**config.mk**
```make
export PLATFORM = sky130hd
export DESIGN_NAME = thermostat_relay_controller
export DESIGN_NICKNAME = d
export VERILOG_FILES = /design/src/design/trc_pkg.sv /design/src/design/trc_cfg_regs.sv /design/src/design/trc_update.sv /design/src/design/thermostat_relay_controller.sv
export SDC_FILE = /design/constraint.sdc
export NUM_CORES = 1
export LEC_CHECK = 0
export BUFFER_PORTS_ARGS = -buffer_cell sky130_fd_sc_hd__buf_2
export CORE_ASPECT_RATIO = 1.75
export CORE_UTILIZATION = 45
export CTS_BUF_LIST = sky130_fd_sc_hd__clkbuf_16
export CTS_CLUSTER_DIAMETER = 200
export DETAILED_ROUTE_END_ITERATION = 8
export GPL_ROUTABILITY_DRIVEN = 1
export PLACE_DENSITY = 0.73
export SYNTH_ARGS = -nofsm -noshare
export SYNTH_HDL_FRONTEND = slang
export SYNTH_SLANG_ARGS = --single-unit
```
**constraint.sdc**
```tcl
create_clock -name clk -period 11.6 [get_ports clk]
set_input_delay 0.58 -clock clk [delete_from_list [all_inputs] [get_ports clk]]
set_output_delay 0.58 -clock clk [all_outputs]
set_load 0.02 [all_outputs]
```
**src/design/trc_pkg.sv**
```systemverilog
`timescale 1ns / 1ps
// shared types, register indexes and reset constants for the thermostat relay controller
package trc_pkg;

    localparam int COUNTER_WIDTH_DEF = 16;
    localparam int TEMP_WIDTH_DEF    = 12;
    localparam int CFG_INDEX_W       = 3;
    localparam int CFG_DATA_W        = 16;
    localparam int SECONDS_OUT_W     = 16;
    localparam int CAUSE_W           = 3;

    // freeze protection releases 2 degrees above the threshold
    localparam int FREEZE_RELEASE = 32;

    localparam logic [9:0]  TARGET_TEMP_RST      = 10'd352;
    localparam logic [5:0]  HYSTERESIS_RST       = 6'd8;
    localparam logic [9:0]  FREEZE_THRESHOLD_RST = 10'd80;
    localparam logic [15:0] MIN_CYCLE_RST        = 16'd0;
    localparam logic [15:0] MAX_RUNTIME_RST      = 16'd3600;
    localparam logic [15:0] COOLDOWN_RST         = 16'd300;

    typedef enum logic [CFG_INDEX_W-1:0] {
        REG_TARGET_TEMP      = 3'd0,
        REG_HYSTERESIS       = 3'd1,
        REG_FREEZE_THRESHOLD = 3'd2,
        REG_MIN_CYCLE        = 3'd3,
        REG_MAX_RUNTIME      = 3'd4,
        REG_COOLDOWN         = 3'd5
    } reg_index_t;

    typedef enum logic [1:0] {
        FUNC_TICK   = 2'd0,
        FUNC_SAMPLE = 2'd1,
        FUNC_MANUAL = 2'd2,
        FUNC_MODE   = 2'd3
    } func_t;

    typedef enum logic [CAUSE_W-1:0] {
        CAUSE_NONE          = 3'd0,
        CAUSE_AUTO_SWITCH   = 3'd1,
        CAUSE_FREEZE_ON     = 3'd2,
        CAUSE_MAX_RUNTIME   = 3'd3,
        CAUSE_MANUAL        = 3'd4,
        CAUSE_AUTO_REFUSED  = 3'd5,
        CAUSE_MANUAL_REFUSED = 3'd6
    } cause_t;

    typedef struct packed {
        logic [9:0]  target_temp;
        logic [5:0]  hysteresis;
        logic [9:0]  freeze_threshold;
        logic [15:0] min_cycle_seconds;
        logic [15:0] max_runtime_seconds;
        logic [15:0] cooldown_seconds;
    } cfg_t;

    typedef struct packed {
        logic   relay_out;
        logic   auto_mode;
        logic   freeze_flag;
        logic   cooldown_flag;
        logic   cycle_locked;
        logic   changed;
        cause_t cause;
    } flags_t;

endpackage

```
**src/design/trc_cfg_regs.sv**
```systemverilog
`timescale 1ns / 1ps
// configuration register file written through the plain write port
module trc_cfg_regs
(
    input  logic                             clk,
    input  logic                             rst_n,
    input  logic                             cfg_write,
    input  logic [trc_pkg::CFG_INDEX_W-1:0]  cfg_index,
    input  logic [trc_pkg::CFG_DATA_W-1:0]   cfg_data,
    output trc_pkg::cfg_t                    cfg
);

    trc_pkg::cfg_t cfg_reg;

    always_ff @(posedge clk or negedge rst_n)
    begin
        if (!rst_n)
        begin
            cfg_reg.target_temp         <= trc_pkg::TARGET_TEMP_RST;
            cfg_reg.hysteresis          <= trc_pkg::HYSTERESIS_RST;
            cfg_reg.freeze_threshold    <= trc_pkg::FREEZE_THRESHOLD_RST;
            cfg_reg.min_cycle_seconds   <= trc_pkg::MIN_CYCLE_RST;
            cfg_reg.max_runtime_seconds <= trc_pkg::MAX_RUNTIME_RST;
            cfg_reg.cooldown_seconds    <= trc_pkg::COOLDOWN_RST;
        end
        else if (cfg_write)
        begin
            case (cfg_index)
                trc_pkg::REG_TARGET_TEMP:      cfg_reg.target_temp         <= cfg_data[9:0];
                trc_pkg::REG_HYSTERESIS:       cfg_reg.hysteresis          <= cfg_data[5:0];
                trc_pkg::REG_FREEZE_THRESHOLD: cfg_reg.freeze_threshold    <= cfg_data[9:0];
                trc_pkg::REG_MIN_CYCLE:        cfg_reg.min_cycle_seconds   <= cfg_data;
                trc_pkg::REG_MAX_RUNTIME:      cfg_reg.max_runtime_seconds <= cfg_data;
                trc_pkg::REG_COOLDOWN:         cfg_reg.cooldown_seconds    <= cfg_data;
                default: ;
            endcase
        end
    end

    assign cfg = cfg_reg;

endmodule

```
**src/design/trc_update.sv**
```systemverilog
`timescale 1ns / 1ps
// next-state and result logic for one transaction
module trc_update
#(
    parameter int COUNTER_WIDTH = trc_pkg::COUNTER_WIDTH_DEF,
    parameter int TEMP_WIDTH    = trc_pkg::TEMP_WIDTH_DEF
)
(
    input  trc_pkg::cfg_t                    cfg,
    input  logic [1:0]                       func,
    input  logic signed [TEMP_WIDTH-1:0]     temperature,
    input  logic                             temp_valid,
    input  logic                             manual_on,
    input  logic                             mode_select,
    input  logic                             relay,
    input  logic                             mode_auto,
    input  logic                             freeze,
    input  logic                             cooldown,
    input  logic [COUNTER_WIDTH-1:0]         on_secs,
    input  logic [COUNTER_WIDTH-1:0]         off_secs,
    input  logic [COUNTER_WIDTH-1:0]         cool_secs,
    input  logic signed [TEMP_WIDTH-1:0]     stored_temp,
    output logic                             relay_next,
    output logic                             mode_auto_next,
    output logic                             freeze_next,
    output logic                             cooldown_next,
    output logic [COUNTER_WIDTH-1:0]         on_secs_next,
    output logic [COUNTER_WIDTH-1:0]         off_secs_next,
    output logic [COUNTER_WIDTH-1:0]         cool_secs_next,
    output logic signed [TEMP_WIDTH-1:0]     stored_temp_next,
    output trc_pkg::flags_t                  flags,
    output logic [trc_pkg::SECONDS_OUT_W-1:0] state_seconds
);

    localparam int SEC_W = (COUNTER_WIDTH > trc_pkg::SECONDS_OUT_W) ?
                           COUNTER_WIDTH : trc_pkg::SECONDS_OUT_W;
    localparam int CMP_W = ((TEMP_WIDTH > 12) ? TEMP_WIDTH : 12) + 1;

    logic signed [CMP_W-1:0] t_ext;
    logic signed [CMP_W-1:0] ft_ext;
    logic signed [CMP_W-1:0] release_ext;
    logic signed [CMP_W-1:0] tgt_ext;
    logic signed [CMP_W-1:0] hyst_ext;
    logic signed [CMP_W-1:0] band_lo;
    logic signed [CMP_W-1:0] band_hi;
    logic [SEC_W-1:0]        secs_wide;
    logic [SEC_W-1:0]        out_max;

    function automatic logic [COUNTER_WIDTH-1:0] sat_inc(input logic [COUNTER_WIDTH-1:0] c);
        sat_inc = (&c) ? c : c + COUNTER_WIDTH'(1);
    endfunction

    function automatic logic is_locked(input logic r, input logic [COUNTER_WIDTH-1:0] on_c,
                                       input logic [COUNTER_WIDTH-1:0] off_c,
                                       input logic [15:0] min_c);
        logic [SEC_W-1:0] s;
        s = r ? SEC_W'(on_c) : SEC_W'(off_c);
        is_locked = (min_c != 16'd0) && (s < SEC_W'(min_c));
    endfunction

    assign t_ext       = CMP_W'(temperature);
    assign ft_ext      = CMP_W'($signed(cfg.freeze_threshold));
    assign release_ext = ft_ext + CMP_W'(trc_pkg::FREEZE_RELEASE);
    assign tgt_ext     = CMP_W'($signed({1'b0, cfg.target_temp}));
    assign hyst_ext    = CMP_W'($signed({1'b0, cfg.hysteresis}));
    assign band_lo     = tgt_ext - hyst_ext;
    assign band_hi     = tgt_ext + hyst_ext;
    assign out_max     = SEC_W'({trc_pkg::SECONDS_OUT_W{1'b1}});

    always_comb
    begin
        logic want;
        trc_pkg::cause_t cause;

        relay_next       = relay;
        mode_auto_next   = mode_auto;
        freeze_next      = freeze;
        cooldown_next    = cooldown;
        on_secs_next     = on_secs;
        off_secs_next    = off_secs;
        cool_secs_next   = cool_secs;
        stored_temp_next = stored_temp;
        cause            = trc_pkg::CAUSE_NONE;
        want             = relay;

        case (func)
            trc_pkg::FUNC_TICK:
            begin
                if (relay)
                    on_secs_next = sat_inc(on_secs);
                else
                    off_secs_next = sat_inc(off_secs);
                if (cooldown)
                begin
                    cool_secs_next = sat_inc(cool_secs);
                    if (SEC_W'(cool_secs_next) >= SEC_W'(cfg.cooldown_seconds))
                        cooldown_next = 1'b0;
                end
                else if (relay && (SEC_W'(on_secs_next) >= SEC_W'(cfg.max_runtime_seconds)))
                begin
                    relay_next     = 1'b0;
                    off_secs_next  = '0;
                    cooldown_next  = 1'b1;
                    cool_secs_next = '0;
                    cause          = trc_pkg::CAUSE_MAX_RUNTIME;
                end
            end
            trc_pkg::FUNC_SAMPLE:
            begin
                if (temp_valid)
                begin
                    stored_temp_next = temperature;
                    if (t_ext < ft_ext)
                    begin
                        freeze_next = 1'b1;
                        if (!relay)
                        begin
                            relay_next   = 1'b1;
                            on_secs_next = '0;
                            cause        = trc_pkg::CAUSE_FREEZE_ON;
                        end
                    end
                    else if (freeze && (t_ext > release_ext))
                    begin
                        freeze_next = 1'b0;
                    end
                    // freeze not active here means the relay was left untouched above
                    if (!freeze_next && !cooldown && mode_auto)
                    begin
                        if (t_ext < band_lo)
                            want = 1'b1;
                        else if (t_ext > band_hi)
                            want = 1'b0;
                        if (want != relay)
                        begin
                            if (is_locked(relay, on_secs, off_secs, cfg.min_cycle_seconds))
                            begin
                                cause = trc_pkg::CAUSE_AUTO_REFUSED;
                            end
                            else
                            begin
                                relay_next = want;
                                if (want)
                                    on_secs_next = '0;
                                else
                                    off_secs_next = '0;
                                cause = trc_pkg::CAUSE_AUTO_SWITCH;
                            end
                        end
                    end
                end
            end
            trc_pkg::FUNC_MANUAL:
            begin
                mode_auto_next = 1'b0;
                if (manual_on)
                begin
                    if (cooldown)
                    begin
                        cause = trc_pkg::CAUSE_MANUAL_REFUSED;
                    end
                    else if (!relay)
                    begin
                        relay_next   = 1'b1;
                        on_secs_next = '0;
                        cause        = trc_pkg::CAUSE_MANUAL;
                    end
                end
                else if (relay)
                begin
                    relay_next    = 1'b0;
                    off_secs_next = '0;
                    cause         = trc_pkg::CAUSE_MANUAL;
                end
            end
            trc_pkg::FUNC_MODE:
            begin
                mode_auto_next = mode_select;
            end
            default: ;
        endcase

        flags.relay_out     = relay_next;
        flags.auto_mode     = mode_auto_next;
        flags.freeze_flag   = freeze_next;
        flags.cooldown_flag = cooldown_next;
        flags.cycle_locked  = is_locked(relay_next, on_secs_next, off_secs_next,
                                        cfg.min_cycle_seconds);
        flags.changed       = relay_next != relay;
        flags.cause         = cause;
    end

    assign secs_wide     = relay_next ? SEC_W'(on_secs_next) : SEC_W'(off_secs_next);
    assign state_seconds = (secs_wide > out_max) ? {trc_pkg::SECONDS_OUT_W{1'b1}}
                                                 : secs_wide[trc_pkg::SECONDS_OUT_W-1:0];

endmodule

```
**src/design/thermostat_relay_controller.sv**
```systemverilog
`timescale 1ns / 1ps
// an accepted transaction is held in the input register until it moves to the result register
// throughput: one transaction per cycle unless stalled; input register feeds the update logic
// the next-state logic is combinational and closes on the controller state registers
// while a result waits, the input register can still take one transaction if it is empty
// reset: relay off, auto mode, freeze, cooldown and counters cleared, registers at defaults
module thermostat_relay_controller
#(
    parameter int COUNTER_WIDTH = trc_pkg::COUNTER_WIDTH_DEF,
    parameter int TEMP_WIDTH    = trc_pkg::TEMP_WIDTH_DEF
)
(
    input  logic                             clk,
    input  logic                             rst_n,
    input  logic                             cfg_write,
    input  logic [trc_pkg::CFG_INDEX_W-1:0]  cfg_index,
    input  logic [trc_pkg::CFG_DATA_W-1:0]   cfg_data,
    input  logic                             in_valid,
    output logic                             in_stall,
    input  logic [1:0]                       func,
    input  logic signed [TEMP_WIDTH-1:0]     temperature,
    input  logic                             temp_valid,
    input  logic                             manual_on,
    input  logic                             mode_select,
    output logic                             out_valid,
    input  logic                             out_stall,
    output logic                             relay_out,
    output logic                             auto_mode,
    output logic                             freeze_flag,
    output logic                             cooldown_flag,
    output logic                             cycle_locked,
    output logic                             changed,
    output logic [trc_pkg::CAUSE_W-1:0]      cause,
    output logic [trc_pkg::SECONDS_OUT_W-1:0] state_seconds,
    output logic signed [TEMP_WIDTH-1:0]     last_temperature
);

    trc_pkg::cfg_t cfg;

    // input stage
    logic                          in_full_reg;
    logic [1:0]                    func_reg;
    logic signed [TEMP_WIDTH-1:0]  temp_reg;
    logic                          temp_valid_reg;
    logic                          manual_on_reg;
    logic                          mode_select_reg;

    // controller state
    logic                          relay_reg;
    logic                          mode_auto_reg;
    logic                          freeze_reg;
    logic                          cooldown_reg;
    logic [COUNTER_WIDTH-1:0]      on_secs_reg;
    logic [COUNTER_WIDTH-1:0]      off_secs_reg;
    logic [COUNTER_WIDTH-1:0]      cool_secs_reg;
    logic signed [TEMP_WIDTH-1:0]  stored_temp_reg;

    logic                          relay_next;
    logic                          mode_auto_next;
    logic                          freeze_next;
    logic                          cooldown_next;
    logic [COUNTER_WIDTH-1:0]      on_secs_next;
    logic [COUNTER_WIDTH-1:0]      off_secs_next;
    logic [COUNTER_WIDTH-1:0]      cool_secs_next;
    logic signed [TEMP_WIDTH-1:0]  stored_temp_next;
    trc_pkg::flags_t               flags_next;
    logic [trc_pkg::SECONDS_OUT_W-1:0] secs_next;

    // result register
    logic                          out_valid_reg;
    trc_pkg::flags_t               flags_reg;
    logic [trc_pkg::SECONDS_OUT_W-1:0] secs_reg;
    logic signed [TEMP_WIDTH-1:0]  last_temp_reg;

    logic                          advance;
    logic                          in_take;

    trc_cfg_regs u_cfg
    (
        .clk       (clk),
        .rst_n     (rst_n),
        .cfg_write (cfg_write),
        .cfg_index (cfg_index),
        .cfg_data  (cfg_data),
        .cfg       (cfg)
    );

    trc_update
    #(
        .COUNTER_WIDTH (COUNTER_WIDTH),
        .TEMP_WIDTH    (TEMP_WIDTH)
    )
    u_update
    (
        .cfg              (cfg),
        .func             (func_reg),
        .temperature      (temp_reg),
        .temp_valid       (temp_valid_reg),
        .manual_on        (manual_on_reg),
        .mode_select      (mode_select_reg),
        .relay            (relay_reg),
        .mode_auto        (mode_auto_reg),
        .freeze           (freeze_reg),
        .cooldown         (cooldown_reg),
        .on_secs          (on_secs_reg),
        .off_secs         (off_secs_reg),
        .cool_secs        (cool_secs_reg),
        .stored_temp      (stored_temp_reg),
        .relay_next       (relay_next),
        .mode_auto_next   (mode_auto_next),
        .freeze_next      (freeze_next),
        .cooldown_next    (cooldown_next),
        .on_secs_next     (on_secs_next),
        .off_secs_next    (off_secs_next),
        .cool_secs_next   (cool_secs_next),
        .stored_temp_next (stored_temp_next),
        .flags            (flags_next),
        .state_seconds    (secs_next)
    );

    // the held transaction moves on when the result register is free or being emptied
    assign advance  = in_full_reg && (!out_valid_reg || !out_stall);
    assign in_stall = in_full_reg && !advance;
    assign in_take  = in_valid && !in_stall;

    always_ff @(posedge clk or negedge rst_n)
    begin
        if (!rst_n)
        begin
            in_full_reg <= 1'b0;
        end
        else if (in_take)
        begin
            in_full_reg <= 1'b1;
        end
        else if (advance)
        begin
            in_full_reg <= 1'b0;
        end
    end

    always_ff @(posedge clk)
    begin
        if (in_take)
        begin
            func_reg        <= func;
            temp_reg        <= temperature;
            temp_valid_reg  <= temp_valid;
            manual_on_reg   <= manual_on;
            mode_select_reg <= mode_select;
        end
    end

    always_ff @(posedge clk or negedge rst_n)
    begin
        if (!rst_n)
        begin
            relay_reg       <= 1'b0;
            mode_auto_reg   <= 1'b1;
            freeze_reg      <= 1'b0;
            cooldown_reg    <= 1'b0;
            on_secs_reg     <= '0;
            off_secs_reg    <= '0;
            cool_secs_reg   <= '0;
            stored_temp_reg <= '0;
        end
        else if (advance)
        begin
            relay_reg       <= relay_next;
            mode_auto_reg   <= mode_auto_next;
            freeze_reg      <= freeze_next;
            cooldown_reg    <= cooldown_next;
            on_secs_reg     <= on_secs_next;
            off_secs_reg    <= off_secs_next;
            cool_secs_reg   <= cool_secs_next;
            stored_temp_reg <= stored_temp_next;
        end
    end

    always_ff @(posedge clk or negedge rst_n)
    begin
        if (!rst_n)
        begin
            out_valid_reg <= 1'b0;
        end
        else if (advance)
        begin
            out_valid_reg <= 1'b1;
        end
        else if (!out_stall)
        begin
            out_valid_reg <= 1'b0;
        end
    end

    always_ff @(posedge clk)
    begin
        if (advance)
        begin
            flags_reg     <= flags_next;
            secs_reg      <= secs_next;
            last_temp_reg <= stored_temp_next;
        end
    end

    assign out_valid        = out_valid_reg;
    assign relay_out        = flags_reg.relay_out;
    assign auto_mode        = flags_reg.auto_mode;
    assign freeze_flag      = flags_reg.freeze_flag;
    assign cooldown_flag    = flags_reg.cooldown_flag;
    assign cycle_locked     = flags_reg.cycle_locked;
    assign changed          = flags_reg.changed;
    assign cause            = flags_reg.cause;
    assign state_seconds    = secs_reg;
    assign last_temperature = last_temp_reg;

endmodule

```
==> results.yml, run 1 <==
floorplan:
  fp-row-count: 80
  top_level_ports: 80
  initial_utilization_pct: 45.8
  die_area_um2: 28400
  coreArea_um2: 27200
  die_h_um: 222
  dieWidth_um: 128
global_routing:
  grt_pass1_vias: 10295
  antenna_found_initial: 1
  grt_pass1_wl_um: 54900
  grt_usage_pct: 25.8
  grt_max_degree: 75
  overflow: 0
detailed_routing:
  via_per_inst: 5.88
  wirelength_um: 34900
  route.met2.wl_um: 18100
  top_layer_used: "met4"
  drcViolationCount: 0
  drt_iter0_markers: 692
  wl_met3_um: 1330
  wl_met1_um: 12700
  dr.pass1.iters: 5
  routedWlPerCell_um: 20.2
  vias: 10155
  antenna_left: 0
cts:
  clk-insertion-delay-late_ps: 460
  cts_setup_buffers: 0
  h-tree-depth: 4
  cts.clk_slew.worst_paths_ps: 80
  cts_sinks: 194
  numCtsBuffers: 17
  clockBufferDepth: 2
  cts_tree: "yes"
  cts_root_buf: "clkbuf_16"
  cts_resized: 0
  cts_hold_buf: 0
worst_setup_path:
  crit_fanout: 17
  arrival_ps: 7270
  endpoint_kind: "flip-flop"
  required_ps: 11880
  cp-start-kind: "flip-flop"
  critPathKind: "flip-flop to flip-flop"
placed_design:
  gp_congestion: 0.993
  place_inst: 1694
  dp_hpwl_um: 26300
  portBuffers: 79
  post_dp_cell_area_um2: 13200
synth:
  synth_nets: 1462
  syn_inst: 1300
  ys_types: 72
  async_flop_share_pct: 72.2
  syn_area_um2: 12500
  synth_edf_count: 54
  yosysSeqAreaShare_pct: 41.2
  avgSynthCellArea_um2: 9.60
  synth_warnings: 0
  synth_top_flop_cell: "dfrtp_1"
  synth_seq_cells: 194
sta:
  fin_hold_ws_ps: 163
  hold_violations: 0
  finalCritPeriodShare_pct: 60.2
  setup_viol: 0
  fmax_mhz: 143
  finClkSkew_ps: 11.6
  relSlewSlack_pct: 29.2
  tightest_slew_ps: 1060
  setup-tns-final_ps: 0
  fin_crit_ps: 6990
  maxSlewViolCount: 0
  rsz0062_at_grt: "false"
layout:
  utilization_pct: 50.4
  stdcell_area_um2: 13700
  final_cell_mix: "nand2_1 (184), dfrtp_1 (125), ha_1 (119), o21ai_0 (95), inv_1 (83)"
  largest_reg_flops: 74
  finalNetCount: 1506
  layout_commonest_cell: "nand2_1"
  fin_cells: 1727
  area_delta_synth_final_pct: 9.94
  drive_above_1_share_pct: 17.2
power_and_ir_drop:
  p_leak_nw: 6.29
  power_density_nw_per_um2: 165
  ir_worst_vdd_mv: 0.123
outcome:
  status: "finished, final reports clean"
hold_path:
  hold_path_class: "input pin to async pin"
run:
  max_cap_violations: 0
==> layout make-up <==
| cell class | count | area, um2 |
|---|---|---|
| clock inverters | 14 | 115 |
| well taps | 369 | 462 |
| diodes | 1 | 2.50 |
| repair buffers | 91 | 492 |
| multi-input cells | 955 | 6740 |
| clock buffers | 18 | 450 |
| flip-flops and latches | 194 | 5140 |
| fillers | 2541 | 13500 |
| inverters | 85 | 319 |
==> worst max-delay path: stages (launching register included) <==
cell	delay, ps
dfrtp_1	560
and3_1	230
nand3_1	170
o41ai_1	790
nor2_1	190
and4_1	310
xor2_1	200
ha_1	280
a21o_1	170
a31oi_1	210
nand3_1	110
a221o_1	490
a311o_1	440
a22o_1	230
or2_1	200
buf_4	230
mux2_1	370
ha_1	190
a21o_1	170
a21o_1	170
a21oi_1	150
nor2_1	50
a2111oi_0	470
nand4_1	150
o31ai_1	240
==> synthesized netlist by cell type (4+ instances only) <==
master	count	area, um2
mux2i_1	14	140
xnor2_1	25	219
o31ai_1	6	45.0
a22oi_1	7	52.6
nand2_1	184	691
edfxtp_1	54	1620
and2_1	4	25.0
a211o_1	4	35.0
nand3_1	43	215
mux2_4	6	90.1
a21oi_1	58	290
and4_1	5	43.8
a21o_1	26	195
nor3_1	26	130
buf_2	5	25.0
nor2_1	59	221
or3_1	6	37.5
o22ai_1	6	37.5
xor2_1	12	105
o21ai_0	95	475
and3_1	14	87.6
a211oi_1	7	52.6
nand4_1	22	138
inv_1	83	312
nand4b_1	5	43.8
mux2_2	75	845
nor4_1	4	25.0
ha_1	119	1490
a221o_1	7	70.1
clkbuf_1	50	188
a22o_1	12	105
or2_2	7	43.8
dfrtp_1	125	3130
nand2b_1	9	56.3
o21bai_1	7	52.6
nor2b_1	11	68.8
dfstp_2	15	394
a221oi_1	5	43.8
o21a_1	4	30.0
o2bb2ai_1	4	35.0
a31oi_1	14	87.6
buf_1	5	18.8
==> layer usage <==
metal | track usage [%] | vias up
met3 | 3.61 | 148
li1 | - | 4754
met1 | 26.9 | 4889
met5 | 0 | -
met4 | 20.5 | 0
met2 | 45.6 | 364
==> metrics by stage <==
step           worst slack [ps]  total power [mW]
6_report                   4610              2.26
5_1_grt                    4150              2.39
4_1_cts                    4680              2.27
3_5_place_dp               4710              1.68
3_3_place_gp               5040              1.66
2_1_floorplan              5480              1.46
==> report_power, final <==
group | internal, mW | total (mW) | switching, mW
logic | 0.312 | 0.751 | 0.439
clock network | 0.294 | 0.581 | 0.287
registers | 0.828 | 0.929 | 0.101
total | 1.43 | 2.26 | 0.827
==> kinds of logic (layout without fill, tap and decap cells) <==
kind of cell	after synthesis	count (layout)	synth area share, %
AND/OR/NAND/NOR	407	407	15.1
AO/OA/AOI/OAI	294	294	15.2
flip-flops	194	194	41.2
buffers and inverters	151	208	4.89
adder cells (fa/ha/maj)	121	121	12.3
multiplexers	96	96	8.70
XOR/XNOR	37	37	2.60
other	0	1	0
==> worst paths after layout <==
path | from | endpoint | slack, ps | cells after the start
hold / removal | rst_n | off_secs_reg[14] | 160 | 1
setup / recovery | on_secs_reg[4] | cycle_locked | 4610 | 24
min in group clk | temperature[7] | temp_reg[7] | 290 | 1
hold reg to reg | stored_temp_reg[2] | stored_temp_reg[2] | 470 | 2
max in group asynchronous | rst_n | cool_secs_reg[10] | 10070 | 2
setup reg to reg | on_secs_reg[4] | cycle_locked | 4610 | 24
(Power assumes the default switching activity.)
==> inputs of run 2 (changes only) <==
clock period = 6.7 ns   (was 11.6 ns; I/O delays follow)
==> results.yml, run 2 (synthesis results as in run 1) <==
outcome:
  status: "finished, final reports clean"
global_routing:
  grt_pass1_wl_um: 55300
  antenna_found_initial: 0
  grt_max_degree: 78
  grt_pass1_vias: 10409
  grt_usage_pct: 25.9
  overflow: 0
worst_setup_path:
  crit_fanout: 8
  cp-start-kind: "flip-flop"
  endpoint_kind: "flip-flop"
  arrival_ps: 6630
  critPathKind: "flip-flop to flip-flop"
  crit_path_max_incr_delay_ps: 440
  required_ps: 7000
  slowest_stage: "or4_4"
floorplan:
  initial_utilization_pct: 45.8
  fp-row-count: 80
  dieWidth_um: 128
  die_h_um: 222
  top_level_ports: 80
  coreArea_um2: 27200
  die_area_um2: 28400
cts:
  cts_tree: "yes"
  numCtsBuffers: 17
  cts_sinks: 194
  h-tree-depth: 4
  cts_root_buf: "clkbuf_16"
  cts.clk_slew.worst_paths_ps: 80
  clockBufferDepth: 2
  clk-insertion-delay-late_ps: 470
sta:
  relSlewSlack_pct: 24.4
  fin_ws_ps: 365
  finalCritPeriodShare_pct: 94.5
  setup_viol: 0
  hold_violations: 0
  fin_hold_ws_ps: 42.4
  finClkSkew_ps: 9.46
  fmax_mhz: 158
  setup-tns-final_ps: 0
  maxSlewViolCount: 0
  fin_crit_ps: 6330
  tightest_slew_ps: 1120
layout:
  regArea_um2: 5140
  layout_commonest_cell: "nand2_1"
  diodes: 0
  multi_input_area_um2: 6780
  area_delta_synth_final_pct: 12.3
  fin_cells: 1754
  finalNetCount: 1534
  largest_reg_flops: 74
  stdcell_area_um2: 14000
  drive_above_1_share_pct: 19.4
  fillCellCount: 2521
  final_cell_mix: "nand2_1 (184), dfrtp_1 (125), ha_1 (119), o21ai_0 (95), inv_1 (83)"
placed_design:
  portBuffers: 79
  place_ws_ps: -54.9
  dp_hpwl_um: 26600
  place_inst: 1716
  post_dp_cell_area_um2: 13300
  gp_congestion: 0.965
power_and_ir_drop:
  power_density_nw_per_um2: 288
  power.share.combinational_pct: 34.0
  power_frac_clock_pct: 26.4
  switching_share_pct: 36.3
  switchingPower_mw: 1.46
  ir_worst_vdd_mv: 0.220
  internal_power_mw: 2.57
  p_leak_nw: 6.46
  pwr-share-seq_pct: 39.6
detailed_routing:
  drt_iter0_markers: 664
  routedWlPerCell_um: 20.1
  dr.pass1.iters: 8
  via_per_inst: 5.82
  vias: 10212
  wirelength_um: 35200
  antenna_left: 0
  drcViolationCount: 0
run:
  max_cap_violations: 0
hold_path:
  hold_path_class: "input pin to flip-flop"
run 2: cell types whose count changed in the layout (fill, tap and decap cells not counted), sizes merged:
cell | before | now
dlygate4sd3 | 0 | 1
inv | 93 | 94
buf | 91 | 118
bufinv | 0 | 2
diode | 1 | 0
clkbuf | 18 | 17
clkinv | 5 | 3
run 2: path summary, 6_finish.rpt:
path / from / slack [ps] / depth (start not counted) / to
worst max-delay path: u_cfg.cfg[64] / 370 / 28 / cycle_locked
worst min-delay path: temperature[11] / 40 / 1 / temp_reg[11]
worst max register to register: u_cfg.cfg[64] / 370 / 28 / cycle_locked
worst min register to register: stored_temp_reg[5] / 470 / 2 / stored_temp_reg[5]
max in group asynchronous: rst_n / 4860 / 3 / u_cfg.cfg[6]
min in group asynchronous: rst_n / 490 / 2 / off_secs_reg[14]
run 2: power groups by stage:
stage | logic, mW | registers [mW] | clock network (mW)
after floorplan | 0.941 | 1.58 | 0
after global placement | 1.29 | 1.61 | 0
after detailed placement | 1.33 | 1.62 | 0
after CTS | 1.35 | 1.59 | 1.08
after global routing | 1.52 | 1.62 | 1.12
final | 1.37 | 1.60 | 1.07
run 2: worst max-delay path: cells and delay by family, from the launching register on:
kind                     cells  cell delay, ps
buffers and inverters        3             330
flip-flops                   1             390
multiplexers                 1             140
AND/OR/NAND/NOR              7            1550
AO/OA/AOI/OAI               13            2620
adder cells (fa/ha/maj)      4            1140
run 2: stage by stage:
step / power, mW / utilization [%]
after floorplan: 2.52 / -
after global placement: 2.90 / 48.9
after detailed placement: 2.95 / 48.9
after CTS: 4.02 / 51.2
after global routing: 4.26 / 51.5
final: 4.04 / 51.5
run 2: final cells by class:
type,count,share of cell area [%]
tap,369,3.30
inverter,85,2.28
clock inverter,15,1.19
clock buffer,17,3.04
multi-input combinational,955,48.4
sequential,194,36.7
timing repair buffer,119,5.12
run 2: per-layer routing:
layer	track usage, %	up-vias	share of wire (%)
met5	0	-	0
met4	21.9	0	8.6
met3	4.05	135	3.6
met2	45.7	339	52
met1	26.3	4921	36
li1	-	4817	-
run 2: timing repair:
item                                    CTS  global route
endpoints found under the setup margin    1             1
setup buffers                             0             5
resized for setup                         3             8
hold buffers                              1             0
pin swaps                                 0             4
hold endpoints to repair                 68             0
cloned                                    0             0
==> inputs of run 3 (changes only) <==
CORE_UTILIZATION = 29   (was 45)
PLACE_DENSITY = 0.55   (was 0.73)
==> results.yml, run 3 (synthesis results as in run 1) <==
outcome:
  status: "finished, final reports clean"
layout:
  largest_reg_flops: 74
  utilization_pct: 33.5
  diodes: 0
  final_cell_mix: "nand2_1 (184), dfrtp_1 (125), ha_1 (119), o21ai_0 (95), inv_1 (84)"
  fillCellCount: 4352
  multi_input_area_um2: 6760
  drive_above_1_share_pct: 19.3
  stdcell_area_um2: 14200
  layout_commonest_cell: "nand2_1"
  area_delta_synth_final_pct: 14.0
  finalNetCount: 1538
  regArea_um2: 5140
global_routing:
  overflow: 0
  grt_pass1_vias: 10103
  antenna_found_initial: 0
  grt_pass1_wl_um: 55800
  grt_max_degree: 93
  grt_usage_pct: 16.4
cts:
  clockBufferDepth: 2
  numCtsBuffers: 17
  clk-insertion-delay-late_ps: 460
  cts_root_buf: "clkbuf_16"
  cts_sinks: 194
  cts_tree: "yes"
  cts.clk_slew.worst_paths_ps: 80
  h-tree-depth: 4
sta:
  relSlewSlack_pct: 31.5
  fin_crit_ps: 6320
  finClkSkew_ps: 12.4
  hold_violations: 0
  maxSlewViolCount: 0
  setup_viol: 0
  rsz0062_at_grt: "false"
  fmax_mhz: 158
  tightest_slew_ps: 1020
  finalCritPeriodShare_pct: 94.3
worst_setup_path:
  required_ps: 6990
  slowest_stage: "or4_1"
  crit_fanout: 9
  r2r_start: "u_cfg.cfg[64]"
  crit_path_max_incr_delay_ps: 430
  critPathKind: "flip-flop to flip-flop"
  arrival_ps: 6610
  cp-start-kind: "flip-flop"
  endpoint_kind: "flip-flop"
  setup.worst_path.end: "cycle_locked"
  worst_r2r_endpoint: "cycle_locked"
  r2r_setup_slack_ps: 380
  r2r_cells: 28
  startpoint: "u_cfg.cfg[64]"
placed_design:
  post_dp_cell_area_um2: 13600
  portBuffers: 79
  dp_hpwl_um: 27000
  gp_congestion: 0.877
detailed_routing:
  wirelength_um: 35200
  vias: 9888
  dr.pass1.iters: 5
  drcViolationCount: 0
  routedWlPerCell_um: 18.1
  drt_iter0_markers: 618
  via_per_inst: 5.07
  antenna_left: 0
floorplan:
  fp-row-count: 100
  dieWidth_um: 159
  top_level_ports: 80
  coreArea_um2: 42500
  die_area_um2: 43900
  initial_utilization_pct: 29.3
  die_h_um: 276
power_and_ir_drop:
  switchingPower_mw: 1.43
  power.share.combinational_pct: 33.5
  total_power_mw: 3.92
  ir_worst_vdd_mv: 0.178
  pwr-share-seq_pct: 40.5
  internal_power_mw: 2.49
  switching_share_pct: 36.4
  power_frac_clock_pct: 26.0
  power_density_nw_per_um2: 275
  p_leak_nw: 6.46
run:
  max_cap_violations: 0
hold_path:
  hold_path_class: "input pin to flip-flop"
==> run 3: changes by cell type in the layout (fill, tap and decap cells not counted), sizes merged <==
cell | previous run | this run
bufinv | 2 | 0
inv | 94 | 93
buf | 118 | 122
clkinv | 3 | 5
clkinvlp | 1 | 2
==> run 3: worst max-delay path: cells and delay by family (launching register included) <==
kind / cells / cell delay, ps
mux: 1 / 140
flops: 1 / 390
simple gates: 7 / 1560
fa+ha+maj: 4 / 1130
buf+inv: 3 / 320
compound gates: 13 / 2600
==> run 3: final cells by class <==
cell class	count	share of cell area (%)
Multi-Input combinational cell	955	47.5
Sequential cell	194	36.1
Timing Repair Buffer	123	5.16
Tap cell	561	4.93
Clock buffer	17	2.99
Inverter	85	2.24
Clock inverter	15	1.02
==> run 3: power groups by stage <==
stage / Clock (mW) / Combinational [mW] / Sequential, mW
5_1_grt: 1.08 / 1.49 / 1.61
3_3_place_gp: 0 / 1.27 / 1.60
2_1_floorplan: 0 / 0.941 / 1.58
3_5_place_dp: 0 / 1.31 / 1.61
6_report: 1.02 / 1.31 / 1.59
4_1_cts: 1.05 / 1.32 / 1.59
==> run 3: stage by stage <==
step	cells	TNS (ps)	setup WS (ps)	hold WS [ps]
after floorplan	1300	0	576	39.4
after global placement	1916	0	156	452
after detailed placement	1916	-28.2	-28.2	459
after CTS	1949	0	10.3	27.3
after global routing	1950	0	34.6	30.3
final	1950	0	381	45.6
==> run 3: repair_timing <==
item / CTS / global route
hold buffers: 1 / 0
setup endpoints to repair: 1 / 1
gates resized for setup: 2 / 5
setup buffers: 0 / 1
pin swaps: 0 / 2
hold endpoints to repair: 25 / 0
==> run 3: worst min path at each step <==
stage,cells past startpoint,slack [ps],to,start
floorplan,0,40,cool_secs_reg[0],rst_n
global placement,2,450,stored_temp_reg[6],stored_temp_reg[6]
detailed placement,2,460,stored_temp_reg[7],stored_temp_reg[7]
CTS,1,30,temp_reg[4],temperature[4]
global route,1,30,temp_reg[4],temperature[4]
finish,1,50,temp_reg[10],temperature[10]
==> run 3: layer usage <==
layer  track usage, %  share of wire, %
met4             7.67               3.0
met5                0                 0
met1             17.4                39
met3             2.27               2.7
met2             31.4                56
